`src/rtl/iafp_pkg.sv`:
```
package iafp_pkg;

  localparam int unsigned ByteW    = 8;
  localparam int unsigned RawW     = 16;
  localparam int unsigned AngleW   = 22;
  localparam int unsigned CntW     = 4;
  localparam int unsigned CfgIdxW  = 2;

  localparam logic [CntW-1:0] LastCnt = CntW'(10);

  localparam logic [CfgIdxW-1:0] CfgHeader = CfgIdxW'(0);
  localparam logic [CfgIdxW-1:0] CfgType   = CfgIdxW'(1);

  localparam logic [ByteW-1:0] HeaderReset = 8'h55;
  localparam logic [ByteW-1:0] TypeReset   = 8'h55;

  typedef struct packed {
    logic fire;
    logic ok;
  } step_t;

  typedef struct packed {
    logic [RawW-1:0] roll;
    logic [RawW-1:0] pitch;
    logic [RawW-1:0] yaw;
  } held_t;

  // raw * 45 = raw * (32 + 8 + 4 + 1), degrees in Q13
  function automatic logic signed [AngleW-1:0] scale_angle(input logic [RawW-1:0] raw);
    logic signed [AngleW-1:0] v;
    v = AngleW'($signed(raw));
    return (v <<< 5) + (v <<< 3) + (v <<< 2) + v;
  endfunction

endpackage

```
`src/rtl/imu_angle_frame_parser.sv`:
```
// Channel | Direction | Handshake         | Payload
// cfg     | in        | cfg_valid/ready   | cfg_index_i, cfg_data_i
// in      | in        | in_valid/stall    | rx_byte_i
// out     | out       | out_valid/stall   | checksum_ok_o, roll/pitch/yaw_angle_o
//
// One byte per cycle while in_stall_o is low: input register, then parse step into the result register.
// A byte leaves the input register the cycle after its transfer, unless it completes
// a frame while a result waits; a frame's result loads at the edge its checksum byte leaves.
// in_stall_o rises only while a result waits and the next byte completes a frame.
// Reset: hunting, held angles zero, header and type 0x55; cfg is always ready.
module imu_angle_frame_parser (
  input  logic                                clk_i,
  input  logic                                rst_ni,
  input  logic                                cfg_valid_i,
  output logic                                cfg_ready_o,
  input  logic [iafp_pkg::CfgIdxW-1:0]        cfg_index_i,
  input  logic [iafp_pkg::ByteW-1:0]          cfg_data_i,
  input  logic                                in_valid_i,
  output logic                                in_stall_o,
  input  logic [iafp_pkg::ByteW-1:0]          rx_byte_i,
  output logic                                out_valid_o,
  input  logic                                out_stall_i,
  output logic                                checksum_ok_o,
  output logic signed [iafp_pkg::AngleW-1:0]  roll_angle_o,
  output logic signed [iafp_pkg::AngleW-1:0]  pitch_angle_o,
  output logic signed [iafp_pkg::AngleW-1:0]  yaw_angle_o
);

  logic [iafp_pkg::ByteW-1:0] header_q, type_q;
  logic                       in_vld_q;
  logic [iafp_pkg::ByteW-1:0] in_byte_q;
  logic                       out_vld_q;
  logic                       out_free;
  logic                       advance;
  logic                       in_xfer;
  iafp_pkg::step_t            step;
  iafp_pkg::held_t            held_d;

  assign cfg_ready_o = 1'b1;

  always_ff @(posedge clk_i or negedge rst_ni) begin
    if (!rst_ni) begin
      header_q <= iafp_pkg::HeaderReset;
      type_q   <= iafp_pkg::TypeReset;
    end else if (cfg_valid_i && cfg_ready_o) begin
      unique case (cfg_index_i)
        iafp_pkg::CfgHeader: header_q <= cfg_data_i;
        iafp_pkg::CfgType:   type_q   <= cfg_data_i;
        default: ;
      endcase
    end
  end

  assign out_free   = !out_vld_q || !out_stall_i;
  assign advance    = in_vld_q && (!step.fire || out_free);
  assign in_stall_o = in_vld_q && !advance;
  assign in_xfer    = in_valid_i && !in_stall_o;

  always_ff @(posedge clk_i or negedge rst_ni) begin
    if (!rst_ni) begin
      in_vld_q <= 1'b0;
    end else if (in_xfer) begin
      in_vld_q <= 1'b1;
    end else if (advance) begin
      in_vld_q <= 1'b0;
    end
  end

  always_ff @(posedge clk_i) begin
    if (in_xfer) begin
      in_byte_q <= rx_byte_i;
    end
  end

  iafp_parser u_parser (
    .clk_i         (clk_i),
    .rst_ni        (rst_ni),
    .step_en_i     (advance),
    .rx_byte_i     (in_byte_q),
    .header_byte_i (header_q),
    .frame_type_i  (type_q),
    .step_o        (step),
    .held_d_o      (held_d)
  );

  always_ff @(posedge clk_i or negedge rst_ni) begin
    if (!rst_ni) begin
      out_vld_q <= 1'b0;
    end else if (advance && step.fire) begin
      out_vld_q <= 1'b1;
    end else if (!out_stall_i) begin
      out_vld_q <= 1'b0;
    end
  end

  always_ff @(posedge clk_i) begin
    if (advance && step.fire) begin
      checksum_ok_o <= step.ok;
      roll_angle_o  <= iafp_pkg::scale_angle(held_d.roll);
      pitch_angle_o <= iafp_pkg::scale_angle(held_d.pitch);
      yaw_angle_o   <= iafp_pkg::scale_angle(held_d.yaw);
    end
  end

  assign out_valid_o = out_vld_q;

endmodule

```
`src/rtl/iafp_parser.sv`:
```
module iafp_parser (
  input  logic                             clk_i,
  input  logic                             rst_ni,
  input  logic                             step_en_i,
  input  logic [iafp_pkg::ByteW-1:0]       rx_byte_i,
  input  logic [iafp_pkg::ByteW-1:0]       header_byte_i,
  input  logic [iafp_pkg::ByteW-1:0]       frame_type_i,
  output iafp_pkg::step_t                  step_o,
  output iafp_pkg::held_t                  held_d_o
);

  logic [iafp_pkg::CntW-1:0]  cnt_q, cnt_d;
  logic [iafp_pkg::ByteW-1:0] sum_q, sum_d;
  logic [iafp_pkg::ByteW-1:0] data_q [4:9];
  iafp_pkg::held_t            held_q, held_d;

  always_comb begin
    step_o.fire = (cnt_q == iafp_pkg::LastCnt);
    step_o.ok   = (sum_q == rx_byte_i);
  end

  always_comb begin
    cnt_d  = cnt_q;
    sum_d  = sum_q;
    held_d = held_q;
    if (cnt_q == '0) begin
      if (rx_byte_i == header_byte_i) begin
        cnt_d = iafp_pkg::CntW'(1);
        sum_d = rx_byte_i;
      end
    end else if (cnt_q == iafp_pkg::CntW'(1)) begin
      if (rx_byte_i == frame_type_i) begin
        cnt_d = iafp_pkg::CntW'(2);
        sum_d = sum_q + rx_byte_i;
      end else begin
        cnt_d = '0;
      end
    end else if (cnt_q == iafp_pkg::LastCnt) begin
      cnt_d = '0;
      if (step_o.ok) begin
        held_d.roll  = {data_q[5], data_q[4]};
        held_d.pitch = {data_q[7], data_q[6]};
        held_d.yaw   = {data_q[9], data_q[8]};
      end
    end else begin
      cnt_d = cnt_q + iafp_pkg::CntW'(1);
      sum_d = sum_q + rx_byte_i;
    end
  end

  assign held_d_o = held_d;

  always_ff @(posedge clk_i or negedge rst_ni) begin
    if (!rst_ni) begin
      cnt_q  <= '0;
      sum_q  <= '0;
      held_q <= '0;
    end else if (step_en_i) begin
      cnt_q  <= cnt_d;
      sum_q  <= sum_d;
      held_q <= held_d;
    end
  end

  for (genvar i = 4; i <= 9; i++) begin : g_data
    always_ff @(posedge clk_i) begin
      if (step_en_i && cnt_q == iafp_pkg::CntW'(i)) begin
        data_q[i] <= rx_byte_i;
      end
    end
  end

endmodule

```
`config.mk`:
```
export PLATFORM = sky130hd
export DESIGN_NAME = imu_angle_frame_parser
export DESIGN_NICKNAME = d
export VERILOG_FILES = /design/src/rtl/iafp_pkg.sv /design/src/rtl/imu_angle_frame_parser.sv /design/src/rtl/iafp_parser.sv
export SDC_FILE = /design/constraint.sdc
export NUM_CORES = 1
export LEC_CHECK = 0
export ABC_AREA = 1
export BUFFER_PORTS_ARGS = -buffer_cell sky130_fd_sc_hd__buf_2
export CAP_MARGIN = 20
export CORE_MARGIN = 5
export CORE_UTILIZATION = 63
export CTS_BUF_LIST = sky130_fd_sc_hd__clkbuf_4
export CTS_CLUSTER_SIZE = 12
export DETAILED_ROUTE_END_ITERATION = 16
export PLACE_DENSITY = 0.92
export SKIP_LAST_GASP = 1
export SYNTH_ARGS = -nofsm -noshare
export SYNTH_HDL_FRONTEND = slang
export SYNTH_SLANG_ARGS = --single-unit
```
`constraint.sdc`:
```
create_clock -name clk_i -period 5.96 [get_ports clk_i]
set_input_delay 0.298 -clock clk_i [delete_from_list [all_inputs] [get_ports clk_i]]
set_output_delay 0.298 -clock clk_i [all_outputs]
set_load 0.01 [all_outputs]
```
Word-level counts from Yosys, hierarchy flattened
Memory sizes are Yosys's and may differ from the RTL's.
Cells that the tools add are included.
{"block": "word_totals", "ff_bits": 153, "ramBits": 48, "in_bits": 23, "output_inout_bits": 70, "elab_cells": 116, "memories": 1}
{"block": "op_classes", "n_addsub": 11, "n_eq_ne": 16, "muxes": 45, "n_reduce_logical": 29}
{"name": "u_parser.data_q", "words": 6, "width": 8, "rd": 6, "rd_clocked_by_memory_dff": 0, "wr": 1, "line": "iafp_parser.sv:14", "rtl": "logic [iafp_pkg::ByteW-1:0] data_q [4:9];"}
{"cell": "48-bit 2-to-1 mux", "n": 4}
{"cell": "8-bit 2-to-1 mux", "n": 10}
{"cell": "21-bit by 19-bit adder with 22-bit output", "n": 3}
{"cell": "22-bit by 16-bit adder with 22-bit output", "n": 3}
{"cell": "22-bit by 18-bit adder with 22-bit output", "n": 3}
{"cell": "8-bit OR reduction", "n": 5}
{"cell": "4-bit 2-to-1 mux", "n": 9}
{"cell": "8-bit equality test", "n": 3}
{"cell": "1-bit 2-to-1 mux", "n": 21}
{"cell": "4-bit by 3-bit equality test with 1-bit output (second input constant)", "n": 4}
{"cell": "4-bit equality test (second input constant)", "n": 3}
{"cell": "1-bit logical AND", "n": 10}
{"cell": "8-bit adder", "n": 1}
{"cell": "2-bit AND reduction", "n": 3}
{"cell": "1-bit zero test", "n": 5}
{"cell": "4-bit by 1-bit adder with 4-bit output (second input constant)", "n": 1}
{"cell": "4-bit by 1-bit equality test with 1-bit output (second input constant)", "n": 1}
{"cell": "4-bit zero test", "n": 1}
{"cell": "4-bit AND reduction", "n": 1}
{"cell": "3-bit by 1-bit inequality test with 1-bit output (second input constant)", "n": 1}
{"cell": "3-bit by 2-bit inequality test with 1-bit output (second input constant)", "n": 1}
{"cell": "2-bit by 1-bit equality test with 1-bit output (second input constant)", "n": 1}
{"cell": "2-bit zero test", "n": 1}
{"cell": "1-bit logical OR", "n": 2}
{"cell": "4 further kinds", "n": 4}

Longest topological paths before layout
Gate-level depths: netlist of run 1.
{"block": "depth", "word_depth": 13, "mapped_depth": 27, "depth_no_buf": 26}

By module
A second synthesis of run 1 with hierarchy kept.
{"block": "unflattened", "hier_cells": 1503, "area_unflattened_um2": 13289.0}
{"module": "imu_angle_frame_parser", "n_inst": 1, "cells_each": 910, "area_per_inst_um2": 8059.0}
{"module": "iafp_parser", "n_inst": 1, "cells_each": 593, "area_per_inst_um2": 5230.0}

Worst setup path before layout of run 1
OpenSTA, ideal clock, no wires.
{"block": "synth_timing", "kind": "register -> register", "from": "reg in_byte_q[2] in the netlist's numbering", "to": "reg yaw_angle_o[16] in the netlist's numbering, data pin", "setup_ns": 0.252, "t_arrival_ns": 4.207, "required_time_ns": 5.708, "setup_slack_ns": 1.500, "path_stages_with_launch": 24, "path_buffers": 1, "synth_period_minus_slack_ns": 4.460, "cell_sequence": "edfxtp_1 ha_1 nor3_1 nor2b_4 nand3_4 inv_4 buf_4 nand2_1 o21ai_1 inv_1 ha_1 xor2_1 fa_1 inv_1 ha_1 nand2_1 o21ai_0 nand2_1 nand2_1 nand2_1 nand2_1 nand2_1 nand3_1 nand2_1"}
{"element": "start: declaration", "line": "imu_angle_frame_parser.sv:31", "rtl": "logic [iafp_pkg::ByteW-1:0] in_byte_q;"}
{"element": "start signal: assignment", "line": "imu_angle_frame_parser.sv:71", "rtl": "in_byte_q <= rx_byte_i;"}
{"element": "end signal: assignment", "line": "imu_angle_frame_parser.sv:101", "rtl": "yaw_angle_o <= iafp_pkg::scale_angle(held_d.yaw);"}
{"element": "end: declaration", "line": "imu_angle_frame_parser.sv:26", "rtl": "output logic signed [iafp_pkg::AngleW-1:0] yaw_angle_o"}

==> summary.txt, run 1 <==
Global route
  • Total GRT Usage: 25.30%
  • Met2 track demand over resource: 44.44%
  • First-pass GRT wire length: 49.17 mm
  • Met1 track utilization from global routing: 31.18%
  • Grt met3 use: 5.259%
  • Aggregate global routing overflow: 0
  • Number of global-route vias before repair: 10,340
  • Most crowded layer after global routing: met2
  • Number of antenna violations at the first check in global routing: 1
  • Pin count of the biggest net entering global routing: 91

Floorplan
  • Number of core rows: 52
  • Top-level port count: 93
  • Die area: 0.02351 mm²
  • Starting utilization of the core area: 63.97%
  • Die height: 153.3 µm
  • Floorplan Core Area: 0.02023 mm²
  • Die width: 153.3 µm

STA
  • Final Cycle Share: 92.54%
  • Final-layout worst hold slack: 185.3 ps
  • Time the final worst path needs with I/O delays and setup: 5515 ps
  • Hold violation count in the final report: 0
  • Slew Viols, Final: 0
  • FMAX: 181.3 MHz
  • Setup repair after global routing missed its margin: false
  • Final sum of negative setup slack: 0 ps
  • Post-Route Skew: 66.76 ps
  • Setup-failing EPs final: 0
  • Slew margin rel.: 26.85%
  • Slew of the pin with the lowest slew margin: 1089 ps

Place
  • Instance area after placement: 0.01364 mm²
  • Number of input and output port buffers inserted: 91
  • Half-perimeter wire length of the detailed placement result: 20.42 mm
  • Gpl congestion: 0.9383
  • Post-Place Cells: 1,714

Worst setup path
  • Setup crit start kind: flip-flop
  • Type of the worst setup path: reg2reg
  • Reg2reg start: in_byte_q[3]
  • Depth of the worst register-to-register path: 23
  • Peak per-stage delay on the critical path: 600 ps
  • Required time at the endpoint of the critical path: 6350 ps
  • Worst setup path startpoint: in_byte_q[3]
  • Worst-path fanout max: 57
  • Worst path arrival time: 5910 ps
  • Chain of cells forming the critical path: ha_1 -> nor2_1 -> nand3_1 -> nor2b_4 -> nand3_4 -> inv_6 -> nand2_1 -> o21ai_1 -> inv_1 -> ha_1 -> xor2_1 -> fa_1 -> inv_1 -> ha_1 -> nand2_1 -> o21ai_0 -> nand2_1 -> nand2_1 -> nand2_1 -> nand2_1 -> nand2_1 -> nand3_1 -> nand2_1
  • Critical Path Most Common Cell: sky130_fd_sc_hd__nand2_1
  • Flop2flop setup slack: 440 ps
  • Slowest CP cell: sky130_fd_sc_hd__edfxtp_1
  • Critical path endpoint category: flip-flop

Clock tree
  • Clock tree from TritonCTS: yes
  • Clock buffer count from CTS: 49
  • Clock net sink count: 201
  • H-Tree Level Count: 2
  • CTS Root Cell: sky130_fd_sc_hd__clkbuf_4
  • Clock input transition at the sequential cells of the worst setup and hold paths: 80 ps
  • Worst-Skew Late Latency: 690 ps
  • Post-CTS repair timing setup buffer count: 0
  • Maximum buffer depth of the clock tree: 3

Layout
  • Share of post-route cells with drive strength above 1: 14.71%
  • Area growth from synthesis to layout: 12.02%
  • Final Core Density: 71.65%
  • Most common cell after layout, fill and taps aside: sky130_fd_sc_hd__nand2_1
  • Number of nets in the final layout: 1,698
  • Final cell count without fillers: 1,828
  • Top library cells by usage in the layout, fill and taps aside: sky130_fd_sc_hd__nand2_1 (336), sky130_fd_sc_hd__inv_1 (254), sky130_fd_sc_hd__edfxtp_1 (123), sky130_fd_sc_hd__buf_2 (92), sky130_fd_sc_hd__fa_1 (80)
  • Area of all placed cells without fillers: 0.01450 mm²

Pwr
  • Pleak: 7.530 nW
  • Worst voltage drop across the vdd grid: 0.2482 mV
  • Power density of the placed cells: 253.4 mW/mm²

Drt
  • Final wirelength: 29.45 mm
  • ANT nets after route: 0
  • Total vias in the final route: 10,050
  • Remaining routing DRC violations: 0
  • Post-detailed-route wirelength per cell: 16.11 µm
  • Number of detailed-route iterations in the first pass: 6
  • Initial drt markers: 886
  • Average vias per placed instance: 5.495

Logic synthesis
  • Cell count after synthesis: 1,369
  • Count of state elements after synthesis: 201
  • Share of synthesized area occupied by flip-flops and latches: 43.69%
  • Avg Cell Area, Syn: 9.455 µm²
  • Number of different library cells in the post-synthesis netlist: 41
  • Nets in the synthesized netlist: 1,550
  • Netlist area before placement: 0.01294 mm²
  • Synthesis Warnings: 0

Status
  • Result of the run: complete, no violations

Job
  • Count of maximum capacitance violations: 0

Min path
  • HP Class: in2async
[final cells by class]
type	count	area (µm²)
Antenna cell	1	2.502
Clock buffer	70	525.5
Clock inverter	21	96.34
Fill cell	1331	5736
Inverter	257	969.7
Multi-Input combinational cell	887	6166
Sequential cell	201	5655
Tap cell	270	337.8
Timing Repair Buffer	121	745.7
[cells in the mapped netlist, drive strengths merged]
master  count  area share (%)
o31ai       1           0.058
nand3b      1           0.058
o21ai     136             6.1
xor2       28             1.9
conb        1           0.029
a31oi       2           0.097
fa         80              12
nand4       7            0.34
ha         78             7.5
nor4        1           0.048
o21a        1           0.058
nor2b       1            0.11
dfrtp      70              14
nor2       46             1.4
nand3      57             2.3
edfxtp    123              29
dfstp       8             1.6
a21boi      2            0.12
a21o        9            0.52
a21oi      54             2.1
clkbuf      7            0.21
nor3       10            0.39
xnor2      25             1.7
buf        17            0.99
inv       257             7.5
or2         1           0.048
nand2     338             9.8
o21bai      8            0.46
[critical path: cells and delay by family (launching register included)]
family	cells	cell delay, ps
buffers and inverters	3	580
DFF	1	600
adders and majority gates	4	1710
and+or+nand+nor	13	1580
AOI/OAI and AO/OA	2	550
xor gates and xnor gates	1	190
[metrics by stage]
step | total power [W] | worst slack (ps)
finish | 0.003674 | 444.7
global placement | 0.002444 | 696.3
floorplan | 0.002294 | 1500
detailed placement | 0.002502 | 475.3
global route | 0.003892 | 41.70
CTS | 0.003656 | 395.7
[kinds of logic (layout without fill, tap and decap cells)]
| kind of cell | after synthesis | after routing | share of synthesized area, % |
|---|---|---|---|
| AO/OA/AOI/OAI | 213 | 213 | 9.531 |
| adder cells (fa/ha/maj) | 158 | 158 | 19.91 |
| flip-flops | 201 | 201 | 43.69 |
| buffers and inverters | 281 | 469 | 8.671 |
| XOR/XNOR | 53 | 53 | 3.644 |
| other | 1 | 2 | 0.02897 |
| AND/OR/NAND/NOR | 462 | 462 | 14.52 |
[layer usage]
metal / vias up / wire length (µm)
li1: 4711 / -
met1: 4746 / 11400
met2: 497 / 14960
met3: 91 / 2240
met4: 0 / 845
met5: - / 0
[registers in the layout (all words and copies together) (netlist names)]
name and cells:
pitch_angle_o 22, in_byte_q 8, header_q 8, checksum_ok_o 1, u_parser.held_q 48, u_parser.sum_q 8, yaw_angle_o 22, u_parser.data_q 48
roll_angle_o 22, in_vld_q 1, out_valid_o 1, u_parser.cnt_q 4, type_q 8
[worst paths after layout]
| kind | to |
|---|---|
| max in group asynchronous | u_parser.held_q[26] |
| max reg2reg | yaw_angle_o[20] |
| max | yaw_angle_o[20] |
| min in group clk_i | header_q[0] |
| min | in_vld_q |
| min reg2reg | u_parser.sum_q[6] |
[power breakdown]
part | internal [W] | total, W | switching (W)
combinational | 0.000290 | 0.000814 | 0.000524
clock | 0.000550 | 0.00114 | 0.000592
sequential | 0.00163 | 0.00172 | 0.0000906
total | 0.00247 | 0.00367 | 0.00121
[what timing repair did]
item,CTS,global route
gates resized for setup,0,1
endpoints found under the setup margin,0,5
endpoints found under the hold margin,96,0
hold buffers,19,0
Note: power is estimated with default switching activity, not from simulation.
==> run 2: changes to the inputs <==
BUFFER_PORTS_ARGS = not set   (was -buffer_cell sky130_fd_sc_hd__buf_2)
CORE_UTILIZATION = 65   (was 63)
CTS_CLUSTER_DIAMETER = 30   (was not set)
DONT_BUFFER_PORTS = 1   (was not set)
PLACE_DENSITY = 0.9   (was 0.92)
==> summary.txt, run 2 (same netlist as run 1, synthesis figures left out) <==
Status
  • Result of the run: complete, no violations (unchanged)

Global route
  • Aggregate global routing overflow: 0 (unchanged)
  • Number of antenna violations at the first check in global routing: 1 (unchanged)
  • Total GRT Usage: 25.41% (was 25.30%)
  • Pin count of the biggest net entering global routing: 79 (was 91)
  • First-pass GRT wire length: 46.40 mm (was 49.17 mm)
  • Number of global-route vias before repair: 9,708 (was 10,340)

Clock tree
  • Post-CTS repair timing setup buffer count: 0 (unchanged)
  • Worst-Skew Late Latency: 650 ps (was 690 ps)
  • CTS Root Cell: sky130_fd_sc_hd__clkbuf_4 (unchanged)
  • Clock tree from TritonCTS: yes (unchanged)
  • Clock net sink count: 201 (unchanged)
  • H-Tree Level Count: 2 (unchanged)
  • Maximum buffer depth of the clock tree: 3 (unchanged)
  • Clock buffer count from CTS: 37 (was 49)
  • Clock input transition at the sequential cells of the worst setup and hold paths: 90 ps (was 80 ps)

STA
  • Final sum of negative setup slack: 0 ps (unchanged)
  • Time the final worst path needs with I/O delays and setup: 5429 ps (was 5515 ps)
  • Slew margin rel.: 28.27% (was 26.85%)
  • Final-layout worst hold slack: 166.4 ps (was 185.3 ps)
  • Slew Viols, Final: 0 (unchanged)
  • Setup repair after global routing missed its margin: false (unchanged)
  • Post-Route Skew: 45.14 ps (was 66.76 ps)
  • Final Cycle Share: 91.09% (was 92.54%)
  • FMAX: 184.2 MHz (was 181.3 MHz)
  • Slew of the pin with the lowest slew margin: 1068 ps (was 1089 ps)
  • Hold violation count in the final report: 0 (unchanged)
  • Setup-failing EPs final: 0 (unchanged)

Worst setup path
  • Type of the worst setup path: reg2reg (unchanged)
  • Required time at the endpoint of the critical path: 6340 ps (was 6350 ps)
  • Worst setup path startpoint: in_byte_q[2] (was in_byte_q[3])
  • Reg2reg start: in_byte_q[2] (was in_byte_q[3])
  • Worst-path fanout max: 59 (was 57)
  • Flop2flop setup slack: 530 ps (was 440 ps)
  • Setup crit start kind: flip-flop (unchanged)
  • Critical path endpoint category: flip-flop (unchanged)
  • Worst path arrival time: 5810 ps (was 5910 ps)

Layout
  • Most common cell after layout, fill and taps aside: sky130_fd_sc_hd__nand2_1 (unchanged)
  • Final cell count without fillers: 1,707 (was 1,828)
  • Filler Cells Inserted: 1,325 (was 1,331)
  • Largest registers in the final layout: u_parser.data_q (48), u_parser.held_q (48) (unchanged)
  • Share of post-route cells with drive strength above 1: 8.397% (was 14.71%)
  • Number of nets in the final layout: 1,594 (was 1,698)
  • Area growth from synthesis to layout: 8.342% (was 12.02%)
  • Top library cells by usage in the layout, fill and taps aside: sky130_fd_sc_hd__nand2_1 (336), sky130_fd_sc_hd__inv_1 (254), sky130_fd_sc_hd__edfxtp_1 (123), sky130_fd_sc_hd__fa_1 (80), sky130_fd_sc_hd__ha_1 (78) (was sky130_fd_sc_hd__nand2_1 (336), sky130_fd_sc_hd__inv_1 (254), sky130_fd_sc_hd__edfxtp_1 (123), sky130_fd_sc_hd__buf_2 (92), sky130_fd_sc_hd__fa_1 (80))

Floorplan
  • Starting utilization of the core area: 66.29% (was 63.97%)
  • Die height: 151.1 µm (was 153.3 µm)
  • Die area: 0.02284 mm² (was 0.02351 mm²)
  • Number of core rows: 51 (was 52)
  • Top-level port count: 93 (unchanged)
  • Floorplan Core Area: 0.01953 mm² (was 0.02023 mm²)
  • Die width: 151.1 µm (was 153.3 µm)

Job
  • Count of maximum capacitance violations: 0 (unchanged)

Min path
  • Worst hold path startpoint: cfg_valid_i
  • HP Class: in2reg (was in2async)

Drt
  • Initial drt markers: 802 (was 886)
  • Post-detailed-route wirelength per cell: 15.86 µm (was 16.11 µm)
  • ANT nets after route: 0 (unchanged)
  • Total vias in the final route: 9,457 (was 10,050)
  • Number of detailed-route iterations in the first pass: 5 (was 6)
  • Final wirelength: 27.07 mm (was 29.45 mm)
  • Average vias per placed instance: 5.540 (was 5.495)
  • Remaining routing DRC violations: 0 (unchanged)

Place
  • Post-Place Cells: 1,617 (was 1,714)
  • Number of input and output port buffers inserted: 0 (was 91)
  • Gpl congestion: 1.019 (was 0.9383)
  • Half-perimeter wire length of the detailed placement result: 19.23 mm (was 20.42 mm)

Pwr
  • Pleak: 7.072 nW (was 7.530 nW)
  • Power density of the placed cells: 262.4 mW/mm² (was 253.4 mW/mm²)
  • Overall power of the completed layout: 0.003680 W (was 0.003674 W)
  • Worst voltage drop across the vdd grid: 0.2651 mV (was 0.2482 mV)
## run 2: cell types whose count changed in the layout (fill, tap and decap cells not counted)
cell                         delta
sky130_fd_sc_hd__clkinv_2       -2
sky130_fd_sc_hd__clkinv_4       +2
sky130_fd_sc_hd__inv_2          +1
sky130_fd_sc_hd__clkbuf_4      -31
sky130_fd_sc_hd__buf_4          -1
sky130_fd_sc_hd__inv_8          +2
sky130_fd_sc_hd__bufinv_16      +6
sky130_fd_sc_hd__clkinv_1       -8
sky130_fd_sc_hd__clkbuf_2       +1
sky130_fd_sc_hd__buf_2         -91
sky130_fd_sc_hd__clkinvlp_4     +5
## run 2: area by class of cell
cell class | count | area, µm² | share of cell area [%]
Clock inverter | 27 | 315.3 | 2.248
Timing Repair Buffer | 29 | 280.3 | 1.999
Clock buffer | 40 | 300.3 | 2.141
Tap cell | 265 | 331.6 | 2.364
Antenna cell | 1 | 2.502 | 0.01784
Sequential cell | 201 | 5655 | 40.33
Multi-Input combinational cell | 887 | 6166 | 43.97
Inverter | 257 | 972.2 | 6.933
## run 2: final timing paths
check	end	cells past startpoint
worst max-delay path	yaw_angle_o[16]	22
worst min-delay path	header_q[4]	3
worst max register to register	yaw_angle_o[16]	22
worst min register to register	u_parser.sum_q[6]	2
max in group asynchronous	header_q[6]	2
min in group asynchronous	header_q[1]	2
## run 2: metal layers
metal | track usage, % | routed length (µm) | part of all wire, %
met1 | 32.66 | 10970 | 41
met2 | 43.47 | 13530 | 50
met3 | 4.877 | 1809 | 6.7
met4 | 8.794 | 758 | 2.8
met5 | 0 | 0 | 0
## run 2: what timing repair did
item                       4_1_cts  5_1_grt
hold buffers                    20        0
setup endpoints to repair        0        6
hold endpoints to repair       104        0
gates resized for setup          0        2
## run 2: power by group
group	total (W)	internal (W)	leakage [nW]	switching (W)
clock network	0.00120	0.000617	0.327	0.000580
registers	0.00172	0.00163	2.22	0.0000892
logic	0.000767	0.000279	4.53	0.000488
total	0.00368	0.00252	7.07	0.00116
## run 2: critical path, stage by stage (launching register included)
cell and delay (ps):
sky130_fd_sc_hd__edfxtp_1 570, sky130_fd_sc_hd__ha_1 450, sky130_fd_sc_hd__nor3_1 260, sky130_fd_sc_hd__nor2b_4 220, sky130_fd_sc_hd__nand3_4 170, sky130_fd_sc_hd__inv_8 330, sky130_fd_sc_hd__nand2_1 110, sky130_fd_sc_hd__o21ai_1 280
sky130_fd_sc_hd__inv_1 170, sky130_fd_sc_hd__ha_1 350, sky130_fd_sc_hd__xor2_1 190, sky130_fd_sc_hd__fa_1 520, sky130_fd_sc_hd__inv_1 50, sky130_fd_sc_hd__ha_1 360, sky130_fd_sc_hd__nand2_1 80, sky130_fd_sc_hd__o21ai_0 320
sky130_fd_sc_hd__nand2_1 120, sky130_fd_sc_hd__nand2_1 180, sky130_fd_sc_hd__nand2_1 70, sky130_fd_sc_hd__nand2_1 120, sky130_fd_sc_hd__nand2_1 90, sky130_fd_sc_hd__nand3_1 80, sky130_fd_sc_hd__nand2_1 60
## run 2: per-stage QoR
step           worst slack (ps)  util, %  cell area (µm²)
6_report                  531.3    71.82            14020
5_1_grt                   64.58    71.82            14020
4_1_cts                   351.5    71.73            14010
3_5_place_dp              385.3    67.46            13170
3_3_place_gp              634.2    67.46            13170
2_1_floorplan              1500        -            12940
